**config.mk**
```make
export PLATFORM = sky130hd
export DESIGN_NAME = lru_page_replacement
export DESIGN_NICKNAME = d
export VERILOG_FILES = /design/src/rtl/lpr_pkg.sv /design/src/rtl/lpr_ctrl.sv /design/src/rtl/lpr_dpath.sv /design/src/rtl/lru_page_replacement.sv
export SDC_FILE = /design/constraint.sdc
export NUM_CORES = 1
export LEC_CHECK = 0
export BUFFER_PORTS_ARGS = -buffer_cell sky130_fd_sc_hd__buf_2
export CORE_MARGIN = 5
export CORE_UTILIZATION = 56
export DETAILED_ROUTE_END_ITERATION = 8
export GPL_TIMING_DRIVEN = 0
export PLACE_DENSITY = 0.76
export SLEW_MARGIN = 30
export SYNTH_ARGS = -nofsm -noshare
export SYNTH_HDL_FRONTEND = slang
export SYNTH_SLANG_ARGS = --single-unit
```
**constraint.sdc**
```tcl
create_clock -name clk -period 10.45 [get_ports clk]
set_input_delay 1.045 -clock clk [delete_from_list [all_inputs] [get_ports clk]]
set_output_delay 1.045 -clock clk [all_outputs]
set_load 0.05 [all_outputs]
```
**src/rtl/lpr_pkg.sv**
```systemverilog
// Shared constants and command/status types for the LRU page replacement block.
`default_nettype none

package lpr_pkg;

  // Number of page frames and the widths that follow from it.
  localparam int FRAMES  = 8;
  localparam int IDX_W   = 3;
  localparam int AGE_W   = 3;
  localparam int PAGE_W  = 16;
  localparam int CFG_W   = 4;
  localparam int FAULT_W = 32;

  localparam logic [AGE_W-1:0]   AGE_MAX    = AGE_W'(FRAMES - 1);
  localparam logic [CFG_W-1:0]   CFG_FRAMES = CFG_W'(FRAMES);
  localparam logic [FAULT_W-1:0] FAULT_MAX  = '1;

  // Commands from the controller to the datapath.
  typedef struct packed {
    logic capture;  // register the incoming transaction
    logic commit;   // resolve the held reference and update the frames
  } lpr_cmd_t;

  // Status from the datapath to the controller.
  typedef struct packed {
    logic out_free;  // the result register can take a new result this cycle
  } lpr_stat_t;

endpackage

`default_nettype wire

```
**src/rtl/lpr_ctrl.sv**
```systemverilog
// Controller state machine: sequences capture and commit of each reference.
`default_nettype none

module lpr_ctrl (
  input  wire                 clk,
  input  wire                 rst,
  input  wire                 in_valid,
  output logic                in_ready,
  input  lpr_pkg::lpr_stat_t  stat,
  output lpr_pkg::lpr_cmd_t   cmd
);

  typedef enum logic [1:0] {
    S_IDLE = 2'b01,
    S_CALC = 2'b10
  } state_t;

  state_t state;
  state_t state_next;

  always_comb begin
    // Nothing is taken while reset is held, so no transaction can be lost.
    in_ready    = (state == S_IDLE) && !rst;
    cmd.capture = in_valid && (state == S_IDLE) && !rst;
    cmd.commit  = (state == S_CALC) && stat.out_free;
    state_next  = state;
    case (state)
      S_IDLE: begin
        if (in_valid) begin
          state_next = S_CALC;
        end
      end
      S_CALC: begin
        // Wait here while the previous result is still unclaimed.
        if (stat.out_free) begin
          state_next = S_IDLE;
        end
      end
      default: begin
        state_next = S_IDLE;
      end
    endcase
  end

  always_ff @(posedge clk) begin
    if (rst) begin
      state <= S_IDLE;
    end else begin
      state <= state_next;
    end
  end

endmodule

`default_nettype wire

```
**src/rtl/lpr_dpath.sv**
```systemverilog
// Datapath: frame table, lookup, victim choice, age update and result register.
`default_nettype none

module lpr_dpath (
  input  wire                                clk,
  input  wire                                rst,
  input  lpr_pkg::lpr_cmd_t                  cmd,
  output lpr_pkg::lpr_stat_t                 stat,
  input  wire                                cfg_write_en,
  input  wire [lpr_pkg::CFG_W-1:0]           cfg_write_data,
  input  wire [lpr_pkg::PAGE_W-1:0]          page_number,
  input  wire                                restart,
  output logic                               out_valid,
  input  wire                                out_ready,
  output logic                               hit,
  output logic [lpr_pkg::IDX_W-1:0]          frame_index,
  output logic                               evicted_valid,
  output logic [lpr_pkg::PAGE_W-1:0]         evicted_page,
  output logic [lpr_pkg::FAULT_W-1:0]        fault_total
);

  // Configuration and frame state.
  logic [lpr_pkg::CFG_W-1:0]   frames_in_use;
  logic [lpr_pkg::PAGE_W-1:0]  frame_page [lpr_pkg::FRAMES];
  logic [lpr_pkg::FRAMES-1:0]  frame_valid;
  logic [lpr_pkg::AGE_W-1:0]   frame_age [lpr_pkg::FRAMES];
  logic [lpr_pkg::FAULT_W-1:0] fault_count;

  // Held reference.
  logic [lpr_pkg::PAGE_W-1:0]  item_page;
  logic                        item_restart;

  // Lookup results.
  logic [lpr_pkg::CFG_W-1:0]   active_n;
  logic [lpr_pkg::FRAMES-1:0]  in_use;
  logic [lpr_pkg::FRAMES-1:0]  valid_eff;
  logic [lpr_pkg::AGE_W-1:0]   age_eff [lpr_pkg::FRAMES];
  logic [lpr_pkg::FAULT_W-1:0] fault_eff;
  logic                        hit_any;
  logic [lpr_pkg::IDX_W-1:0]   hit_idx;
  logic                        empty_any;
  logic [lpr_pkg::IDX_W-1:0]   empty_idx;
  logic [lpr_pkg::IDX_W-1:0]   victim_idx;
  logic [lpr_pkg::AGE_W-1:0]   victim_age;
  logic [lpr_pkg::IDX_W-1:0]   sel_idx;
  logic [lpr_pkg::AGE_W-1:0]   old_age;
  logic                        evict;
  logic [lpr_pkg::FRAMES-1:0]  valid_next;
  logic [lpr_pkg::AGE_W-1:0]   age_next [lpr_pkg::FRAMES];
  logic [lpr_pkg::FAULT_W-1:0] fault_next;

  assign stat.out_free = !out_valid || out_ready;

  always_comb begin
    // A zero count means one frame; anything above the frame count saturates.
    if (frames_in_use == '0) begin
      active_n = lpr_pkg::CFG_W'(1);
    end else if (frames_in_use > lpr_pkg::CFG_FRAMES) begin
      active_n = lpr_pkg::CFG_FRAMES;
    end else begin
      active_n = frames_in_use;
    end

    // A restart clears the frames before the reference is looked up.
    valid_eff = item_restart ? '0 : frame_valid;
    fault_eff = item_restart ? '0 : fault_count;
    for (int k = 0; k < lpr_pkg::FRAMES; k++) begin
      in_use[k]  = lpr_pkg::CFG_W'(k) < active_n;
      age_eff[k] = item_restart ? '0 : frame_age[k];
    end

    // Lowest-numbered matching frame and lowest-numbered empty frame.
    hit_any   = 1'b0;
    hit_idx   = '0;
    empty_any = 1'b0;
    empty_idx = '0;
    for (int k = lpr_pkg::FRAMES - 1; k >= 0; k--) begin
      if (in_use[k] && valid_eff[k] && (frame_page[k] == item_page)) begin
        hit_any = 1'b1;
        hit_idx = lpr_pkg::IDX_W'(k);
      end
      if (in_use[k] && !valid_eff[k]) begin
        empty_any = 1'b1;
        empty_idx = lpr_pkg::IDX_W'(k);
      end
    end

    // Oldest frame in use, lowest index on a tie.
    victim_idx = '0;
    victim_age = age_eff[0];
    for (int k = 1; k < lpr_pkg::FRAMES; k++) begin
      if (in_use[k] && (age_eff[k] > victim_age)) begin
        victim_idx = lpr_pkg::IDX_W'(k);
        victim_age = age_eff[k];
      end
    end

    evict = 1'b0;
    if (hit_any) begin
      sel_idx = hit_idx;
      old_age = age_eff[hit_idx];
    end else if (empty_any) begin
      sel_idx = empty_idx;
      old_age = lpr_pkg::AGE_MAX;
    end else begin
      sel_idx = victim_idx;
      old_age = victim_age;
      evict   = 1'b1;
    end

    valid_next = valid_eff;
    if (!hit_any) begin
      valid_next[sel_idx] = 1'b1;
    end

    // Frames younger than the referenced one grow one step older.
    for (int k = 0; k < lpr_pkg::FRAMES; k++) begin
      if (lpr_pkg::IDX_W'(k) == sel_idx) begin
        age_next[k] = '0;
      end else if (in_use[k] && valid_eff[k] && (age_eff[k] < old_age) &&
                   (age_eff[k] < lpr_pkg::AGE_MAX)) begin
        age_next[k] = age_eff[k] + lpr_pkg::AGE_W'(1);
      end else begin
        age_next[k] = age_eff[k];
      end
    end

    if (!hit_any && (fault_eff != lpr_pkg::FAULT_MAX)) begin
      fault_next = fault_eff + lpr_pkg::FAULT_W'(1);
    end else begin
      fault_next = fault_eff;
    end
  end

  // Control state.
  always_ff @(posedge clk) begin
    if (rst) begin
      frames_in_use <= lpr_pkg::CFG_FRAMES;
      frame_valid   <= '0;
      frame_age     <= '{default: '0};
      fault_count   <= '0;
      out_valid     <= 1'b0;
    end else begin
      if (cfg_write_en) begin
        frames_in_use <= cfg_write_data;
      end
      if (cmd.commit) begin
        frame_valid <= valid_next;
        frame_age   <= age_next;
        fault_count <= fault_next;
        out_valid   <= 1'b1;
      end else if (out_ready) begin
        out_valid <= 1'b0;
      end
    end
  end

  // Payload registers.
  always_ff @(posedge clk) begin
    if (cmd.capture) begin
      item_page    <= page_number;
      item_restart <= restart;
    end
    if (cmd.commit) begin
      if (!hit_any) begin
        frame_page[sel_idx] <= item_page;
      end
      hit           <= hit_any;
      frame_index   <= sel_idx;
      evicted_valid <= evict;
      evicted_page  <= evict ? frame_page[victim_idx] : '0;
      fault_total   <= fault_next;
    end
  end

endmodule

`default_nettype wire

```
**src/rtl/lru_page_replacement.sv**
```systemverilog
// Top level of the LRU page replacement block: controller plus datapath.
//
//   Channel   Direction  Handshake              Payload
//   in        input      in_valid / in_ready    page_number, restart
//   out       output     out_valid / out_ready  hit, frame_index, evicted_valid,
//                                               evicted_page, fault_total
//   cfg       input      cfg_write_en           cfg_write_data (frames_in_use)
//
// For each reference the input transaction is first registered; then the
// frame lookup, victim choice and age update run, and the result is
// loaded into the output register.
// No new transaction is taken until the held one has been resolved; the
// single-entry reference register and the frame table update set that limit.
// When the output register still holds an unclaimed result, the update waits
// until out_ready frees it, and no new input is taken meanwhile.
// Reset is synchronous: it empties all frames, clears ages and the fault
// count, sets frames_in_use to eight and drops out_valid.
`default_nettype none

module lru_page_replacement (
  input  wire                                clk,
  input  wire                                rst,
  input  wire                                in_valid,
  output logic                               in_ready,
  input  wire [lpr_pkg::PAGE_W-1:0]          page_number,
  input  wire                                restart,
  output logic                               out_valid,
  input  wire                                out_ready,
  output logic                               hit,
  output logic [lpr_pkg::IDX_W-1:0]          frame_index,
  output logic                               evicted_valid,
  output logic [lpr_pkg::PAGE_W-1:0]         evicted_page,
  output logic [lpr_pkg::FAULT_W-1:0]        fault_total,
  input  wire                                cfg_write_en,
  input  wire [lpr_pkg::CFG_W-1:0]           cfg_write_data
);

  // Commands run from controller to datapath; status comes back.
  lpr_pkg::lpr_cmd_t  cmd;
  lpr_pkg::lpr_stat_t stat;

  lpr_ctrl u_ctrl (
    .clk      (clk),
    .rst      (rst),
    .in_valid (in_valid),
    .in_ready (in_ready),
    .stat     (stat),
    .cmd      (cmd)
  );

  lpr_dpath u_dpath (
    .clk            (clk),
    .rst            (rst),
    .cmd            (cmd),
    .stat           (stat),
    .cfg_write_en   (cfg_write_en),
    .cfg_write_data (cfg_write_data),
    .page_number    (page_number),
    .restart        (restart),
    .out_valid      (out_valid),
    .out_ready      (out_ready),
    .hit            (hit),
    .frame_index    (frame_index),
    .evicted_valid  (evicted_valid),
    .evicted_page   (evicted_page),
    .fault_total    (fault_total)
  );

endmodule

`default_nettype wire

```
# Word level (Yosys, flattened, before mapping)
# Memories as Yosys holds them, arrays and structs flattened. A register that Yosys moved wholly into a read port is not among the register bits.
# Index checks and enable logic that the tools add are counted.
# op_classes
mux	95
eq_ne	20
bitwise_logic	2
order_cmp	35
reduce_logical	70
add_sub_neg	9
# ops
cell	n
$mux W3	57
$eq A16 B16 Y1	8
$mux W32	2
$logic_and A1 B1 Y1	53
$add A32 B1 Y32 const B	1
$ne A32 B32 Y1 const B	1
$mux W1	25
$add A3 B1 Y3 const B	8
$lt A3 B3 Y1	8
$lt A3 B3 Y1 const B	8
$gt A3 B3 Y1	7
$lt A3 B4 Y1 const A	4
$mux W8	2
$eq A3 B3 Y1 const A	4
$logic_not A1 Y1	12
$bmux W3 S3	1
$lt A1 B4 Y1 const A	2
$lt A2 B4 Y1 const A	2
$mux W2	4
$mux W4	2
$or A8 B8 Y8	1
$eq A2 B3 Y1 const A	2
$ge A4 B4 Y1 const B	1
$gt A4 B4 Y1 const B	1
15 further kinds	15
# word_totals
inputBits	26
ff_bits	125
mem_bits_rw	128
n_memories	1
# mem_list
name	depth	width	rd	rd_ports_with_merged_regs	write_ports	line	text
u_dpath.frame_page	8	16	9	1	1	lpr_dpath.sv:24	logic [lpr_pkg::PAGE_W-1:0] frame_page [lpr_pkg::FRAMES];

# Depth between registers and ports, before layout
# logic_depth
word_depth	32
ltp_mapped	54

# Cells and area by module
# Synthesis repeated with hierarchy kept, for this count alone.
# unflattened
cells_unflattened	1354
area_unflattened_um2	15005.6
# modules_own_cells
module	n_inst	cells_per_inst	area_each_um2
lpr_dpath	1	1345	14900.5
lpr_ctrl	1	9	105.1

# Worst setup path before layout
# Ideal clock, no wire load.
# synth_path
path_type	reg-to-reg
start	reg u_dpath.frame_age[23] in the netlist's numbering
end	mem u_dpath.frame_page[0][0] in the netlist's numbering (enable)
period_less_slack_ns	10.083
path_slack_ns	0.367
arrival_ns	9.695
setup_time_ns	0.388
path_buffers	2
path_stages_with_launch	50
path_cell_list	dfxtp_1 -> buf_2 -> nor2b_1 -> a2111oi_0 -> o21ai_0 -> mux2i_1 -> ha_1 -> nor2_1 -> o21ai_0 -> a31oi_1 -> a31oi_1 -> mux2_2 -> ha_1 -> nor2_1 -> nand2_1 -> o21a_1 -> a21oi_1 -> a21o_1 -> (+14 left out) -> nor2_1 -> nor2_1 -> ha_1 -> nand3_1 -> and2_1 -> o21a_1 -> o31ai_1 -> ha_1 -> nor2b_1 -> o21a_1 -> o211ai_1 -> nand2_1 -> a2111oi_0 -> o21ai_0 -> and2_1 -> buf_2 -> nand2b_1 -> nor2_1
# synth_via
elab_chain_len	24
elab_cells_between_ends	30
# synth_rtl
item	line	text
start, declared	lpr_dpath.sv:26	logic [lpr_pkg::AGE_W-1:0] frame_age [lpr_pkg::FRAMES];
start signal, assigned	lpr_dpath.sv:149	frame_age <= age_next;
$mux W3 (*)	lpr_dpath.sv:69	age_eff[k] = item_restart ? '0 : frame_age[k];
$gt A3 B3 Y1	lpr_dpath.sv:92	if (in_use[k] && (age_eff[k] > victim_age)) begin
$logic_and A1 B1 Y1	lpr_dpath.sv:92	
$mux W3 (*)	lpr_dpath.sv:92	
$gt A3 B3 Y1	lpr_dpath.sv:92	
$logic_and A1 B1 Y1	lpr_dpath.sv:92	
$mux W3 (*)	lpr_dpath.sv:92	
$gt A3 B3 Y1	lpr_dpath.sv:92	
(+9 left out)	-	
$logic_and A1 B1 Y1	lpr_dpath.sv:92	
$mux W3	lpr_dpath.sv:92	
$gt A3 B3 Y1	lpr_dpath.sv:92	
$logic_and A1 B1 Y1	lpr_dpath.sv:92	
$mux W3 (*)	lpr_dpath.sv:92	
$mux W3 (*)	lpr_dpath.sv:102	end else if (empty_any) begin
$mux W3 (*)	lpr_dpath.sv:99	if (hit_any) begin
via u_dpath.sel_idx (one bit)	lpr_dpath.sv:45	logic [lpr_pkg::IDX_W-1:0] sel_idx;
end, declared	lpr_dpath.sv:24	
# Mark *: on every way through the listed nets, which the timed path passes. The rest lies on a longest branch.

# Worst setup path after layout
# layout_path
start	reg u_dpath.frames_in_use[1] in the netlist's numbering
end	reg u_dpath.frame_age[8] in the netlist's numbering
# layout_via
elab_chain_len	31
elab_cells_between_ends	109
# layout_rtl
item	line	text
start, declared	lpr_dpath.sv:23	logic [lpr_pkg::CFG_W-1:0] frames_in_use;
start signal, assigned	lpr_dpath.sv:138	frames_in_use <= lpr_pkg::CFG_FRAMES;
start signal, assigned	lpr_dpath.sv:145	frames_in_use <= cfg_write_data;
$gt A4 B4 Y1	lpr_dpath.sv:58	end else if (frames_in_use > lpr_pkg::CFG_FRAMES) begin
$mux W4	lpr_dpath.sv:58	
$mux W4 (*)	lpr_dpath.sv:56	if (frames_in_use == '0) begin
$lt A1 B4 Y1	lpr_dpath.sv:68	in_use[k] = lpr_pkg::CFG_W'(k) < active_n;
$logic_and A1 B1 Y1	lpr_dpath.sv:92	
$mux W3	lpr_dpath.sv:92	
$gt A3 B3 Y1	lpr_dpath.sv:92	
$logic_and A1 B1 Y1	lpr_dpath.sv:92	
(+14 left out)	-	
$logic_and A1 B1 Y1	lpr_dpath.sv:92	
$mux W3	lpr_dpath.sv:92	
$mux W3	lpr_dpath.sv:102	
$mux W3	lpr_dpath.sv:99	
$lt A3 B3 Y1	lpr_dpath.sv:120	end else if (in_use[k] && valid_eff[k] && (age_eff[k] < old_age) &&
$logic_and A1 B1 Y1 (2 in a row)	lpr_dpath.sv:120	
$mux W3	lpr_dpath.sv:120	
$mux W3 (*)	lpr_dpath.sv:118	if (lpr_pkg::IDX_W'(k) == sel_idx) begin
# Every way passes the cells marked *; elsewhere a longest branch is shown, timed or not. The select of a mux whose other input is x is not followed.
# A chain may end at the register's enable or synchronous reset.

==> tab_implementation.tex <==
\begin{tabular}{lr}
\hline
Metric & Value \\
\hline
\multicolumn{2}{l}{\textbf{Min path}} \\
Hold Path Origin & u\_dpath.frame\_age[3]\$\_SDFFE\_PP0P\_ \\
Hold worst-path end & u\_dpath.frame\_age[3]\$\_SDFFE\_PP0P\_ \\
Hold Crit Depth & 1 \\
Class of the worst hold path & flop to flop \\
\multicolumn{2}{l}{\textbf{Floorplanning}} \\
Core Region & 27000 sq um \\
Chip Height & $\sim$180 um \\
Io pins & 81 \\
Chip width & 175 um \\
DIE AREA & just over 30000 sq um \\
Number of cell rows & 60 \\
Initial cell density of the core & 56.8\% \\
\multicolumn{2}{l}{\textbf{Yosys}} \\
Number of instances in the synthesized netlist & 1499 \\
Main combinational cell family by area after synthesis & simple AND/OR/NAND/NOR gates \\
Simple-gate share of the synthesized area & 17.8\% \\
Async set-reset flop share out of synthesis & 0\% \\
Fraction of synthesized cell area in xor and xnor cells & 9.15\% \\
Compound-Gate Fraction of Synth Area & about 16\% \\
Register area share after synthesis & 48.1\% \\
Warning count from the yosys run & 0 \\
Top cells by instance count after synthesis & sky130\_fd\_sc\_hd\_\_edfxtp\_1 (198), sky130\_fd\_sc\_hd\_\_nor2\_1 (129), sky130\_fd\_sc\_hd\_\_nand2\_1 (122) \\
Most area-consuming cells after synthesis & sky130\_fd\_sc\_hd\_\_edfxtp\_1 (39\%), sky130\_fd\_sc\_hd\_\_dfxtp\_1 (9.3\%), sky130\_fd\_sc\_hd\_\_xor2\_1 (5.4\%) \\
Post-synthesis adder-cell area fraction & 2.75\% \\
Most used standard cell by instance count after synthesis & sky130\_fd\_sc\_hd\_\_edfxtp\_1 \\
Commonest register cell after synthesis & sky130\_fd\_sc\_hd\_\_edfxtp\_1 \\
EDFF count, synth & 198 \\
Post-Syn Area & 15300 sq um \\
Number of nets in the synthesized netlist & 1557 \\
Post-synthesis register bit count & 269 \\
Average size of a mapped cell & between 10 and 15 sq um \\
Mux contribution to synthesized area & 2.90\% \\
Cell accounting for the most synthesized area & sky130\_fd\_sc\_hd\_\_edfxtp\_1 \\
Share of Yosys cell area claimed by the top area cell type & 38.8\% \\
Count of cell types in the netlist & 93 \\
\multicolumn{2}{l}{\textbf{Clock tree}} \\
Post-cts hold buffer count & 0 \\
Number of buffers on the longest clock path & 3 \\
Clock-pin slew on the worst setup and hold paths & 60 ps \\
Clock tree from TritonCTS & done \\
Depth of the CTS H-tree & 1 \\
Clock sink total & 269 \\
Clk\_lat worst skew & 590 ps \\
Clock root cell & sky130\_fd\_sc\_hd\_\_clkbuf\_16 \\
Number of buffers added by the clock tree synthesis step & 28 \\
\multicolumn{2}{l}{\textbf{STA}} \\
Final-layout setup total negative slack & -28.4 ps \\
Number of max-slew violations in the final report & 0 \\
Endpoints failing setup & 1 \\
Fin worst setup slack & -28.4 ps \\
Maximum clock rate & between 90 and 100 MHz \\
Setup skew after layout & 54.1 ps \\
Post-route minimum period & between 10000 and 15000 ps \\
Transition time at the pin with the least slew margin & $\sim$1000 ps \\
Post-route clock period utilization & 100\% \\
Final hold violation count & 0 \\
Unrepaired setup endpoints after global routing & yes \\
Max transition margin & $\sim$30\% \\
\multicolumn{2}{l}{\textbf{Place}} \\
DP HPWL & roughly 37000 um \\
Dpl cell area & between 15000 and 20000 sq um \\
Placed insts & around 1900 \\
Routability congestion estimate & 1.03 \\
Number of I/O port buffers & 78 \\
\multicolumn{2}{l}{\textbf{Worst setup path}} \\
Reg-to-reg endpoint & u\_dpath.frame\_age[8]\$\_SDFFE\_PP0P\_ \\
Crit-path leading delay family & compound AO/OA/AOI/OAI gates \\
CP arrival & 10910 ps \\
CP max stage cell & sky130\_fd\_sc\_hd\_\_o41ai\_4 \\
Bufs and invs on worst path & 5 \\
Required time of the worst setup path & 10880 ps \\
Worst r2r path cells & 53 \\
RR Startpoint & u\_dpath.frames\_in\_use[1]\$\_SDFFE\_PP0P\_ \\
Reg2Reg Setup Slack & -30 ps \\
Type of the worst setup path & flop to flop \\
Worst path max stage delay & 510 ps \\
Maximum fanout encountered on the critical timing path & 10 \\
Sort of element at the start of the critical path & flop \\
CP endpoint kind & flop \\
\multicolumn{2}{l}{\textbf{Routing}} \\
First-pass iteration count of the detailed router & 5 \\
Via total after detailed routing & 13200 \\
Mean number of vias per cell & between 6 and 7 \\
Final ANT Viol Nets & 0 \\
Detail-routed net length per standard cell & between 20 and 30 um \\
DRC marker count from the first detailed-route iteration & 1731 \\
Total Wirelength & 51400 um \\
DRC violations left & 0 \\
\multicolumn{2}{l}{\textbf{Finish}} \\
Number of diodes added for antenna fixing & 0 \\
Multi-input combinational cell area & 7930 sq um \\
Number of non-filler instances in the completed layout & 2004 \\
Layout overhead on the synthesized area & 17.4\% \\
Final cell area excluding filler cells & 18000 sq um \\
Number of nets in the layout & 1701 \\
Share of the core filled with cells & 66.7\% \\
Filler Cell Count & 2088 \\
Area taken by flip-flops and latches & 7370 sq um \\
Share of post-route cells with drive strength above 1 & between 10\% and 20\% \\
\multicolumn{2}{l}{\textbf{Pwr}} \\
Power density normalized to cell area & 125 nW/um\^{}2 \\
Total power consumption of the routed design & 0.00224 W \\
IR Drop Worst-Case VDD & 153 uV \\
Static power due to leakage & around 6.6 nW \\
\multicolumn{2}{l}{\textbf{Global routing}} \\
Total track usage & 32.1\% \\
Number of global-route vias before repair & $\sim$13000 \\
Global-route wire length before repair & 75800 um \\
Largest net degree at the start of global routing & 38 \\
Number of antenna violations at the first check in global routing & 0 \\
Remaining global-route overflow & 0 \\
\multicolumn{2}{l}{\textbf{Run}} \\
Maxcap violations & 0 \\
\multicolumn{2}{l}{\textbf{Status}} \\
Outcome & complete, but fails checks \\
Violated checks & negative setup slack \\
\hline
\end{tabular}
state kept, by name (all words and copies together), names as in the netlist:
| name | cells |
|---|---|
| u_ctrl.state | 2 |
| u_dpath.evicted_page | 16 |
| u_dpath.evicted_valid | 1 |
| u_dpath.fault_count | 32 |
| u_dpath.fault_total | 32 |
| u_dpath.frame_age | 24 |
| u_dpath.frame_index | 3 |
| u_dpath.frame_page | 128 |
| u_dpath.frame_valid | 8 |
| u_dpath.frames_in_use | 4 |
| u_dpath.hit | 1 |
| u_dpath.item_page | 16 |
| u_dpath.item_restart | 1 |
| u_dpath.out_valid | 1 |
how the worst max path moves through the flow:
stage	start	endpoint	slack (ps)	cells past startpoint
2_1_floorplan	u_dpath.frame_age[23]$_SDFFE_PP0P_	u_dpath.frame_page[0][0]$_DFFE_PP_	370	49
5_1_grt	u_dpath.item_restart$_DFFE_PP_	u_dpath.frame_age[16]$_SDFFE_PP0P_	-440	50
6_report	u_dpath.frames_in_use[1]$_SDFFE_PP0P_	u_dpath.frame_age[8]$_SDFFE_PP0P_	-30	53
3_5_place_dp	u_dpath.item_restart$_DFFE_PP_	u_dpath.frame_page[2][5]$_DFFE_PP_	-2100	50
4_1_cts	u_dpath.frame_age[21]$_SDFFE_PP0P_	u_dpath.frame_age[1]$_SDFFE_PP0P_	5	53
3_3_place_gp	u_dpath.item_restart$_DFFE_PP_	u_dpath.frame_page[3][6]$_DFFE_PP_	-2880	50
stage by stage:
step,worst slack (ps),hold WS (ps)
floorplan,367,434
global placement,-2880,448
detailed placement,-2100,449
CTS,4.96,463
global route,-444,480
finish,-28.4,465
layout make-up:
type	instances	share of cell area (%)
clock inverters	16	0.877
inverters	33	0.717
repair buffers	115	4.41
flip-flops and latches	269	41.0
multi-input cells	1118	44.1
well taps	341	2.37
clock buffers	34	4.03
plain buffers	78	2.44
power by group:
| part | switching [W] | leakage [nW] | internal (W) |
|---|---|---|---|
| registers | 0.00000926 | 2.36 | 0.00115 |
| clock network | 0.000425 | 0.426 | 0.000543 |
| logic | 0.0000822 | 3.81 | 0.0000323 |
cell families (layout without fill, tap and decap cells):
| family | count (synthesis) | in the layout |
|---|---|---|
| xor+xnor | 160 | 160 |
| flops | 269 | 269 |
| buf+inv | 112 | 276 |
| compound gates | 346 | 346 |
| mux | 44 | 44 |
| simple gates | 534 | 534 |
| fa+ha+maj | 34 | 34 |
layer usage:
metal / up-vias / wire (um) / part of all wire (%) / GRT usage, %
li1: 5869 / - / - / -
met1: 6402 / 19900 / 39 / 42.1
met2: 766 / 24300 / 47 / 52.7
met3: 151 / 4630 / 9.0 / 5.32
met4: 0 / 2510 / 4.9 / 14.5
met5: - / 0 / 0 / 0
layout by cell type (no fill, tap or decap), drive strengths merged, types with 13 or more instances in the layout:
master,count
a211oi,56
a21o,14
a21oi,87
a22oi,15
a31oi,15
and2,14
and3,25
buf,156
clkbuf,71
clkinv,13
dfxtp,71
edfxtp,198
ha,32
inv,33
mux2i,41
nand2,123
nand2b,13
nand3,34
nand4,29
nor2,129
nor2b,59
nor3,35
nor4,28
o211ai,14
o21ai,51
xnor2,66
xor2,94
timing repair:
item,in CTS,in global routing
buffers inserted,18,14
endpoints found under the setup margin,179,177
gates resized for setup,52,74
pin swaps,16,34
Note: power is estimated with default switching activity, not from simulation.
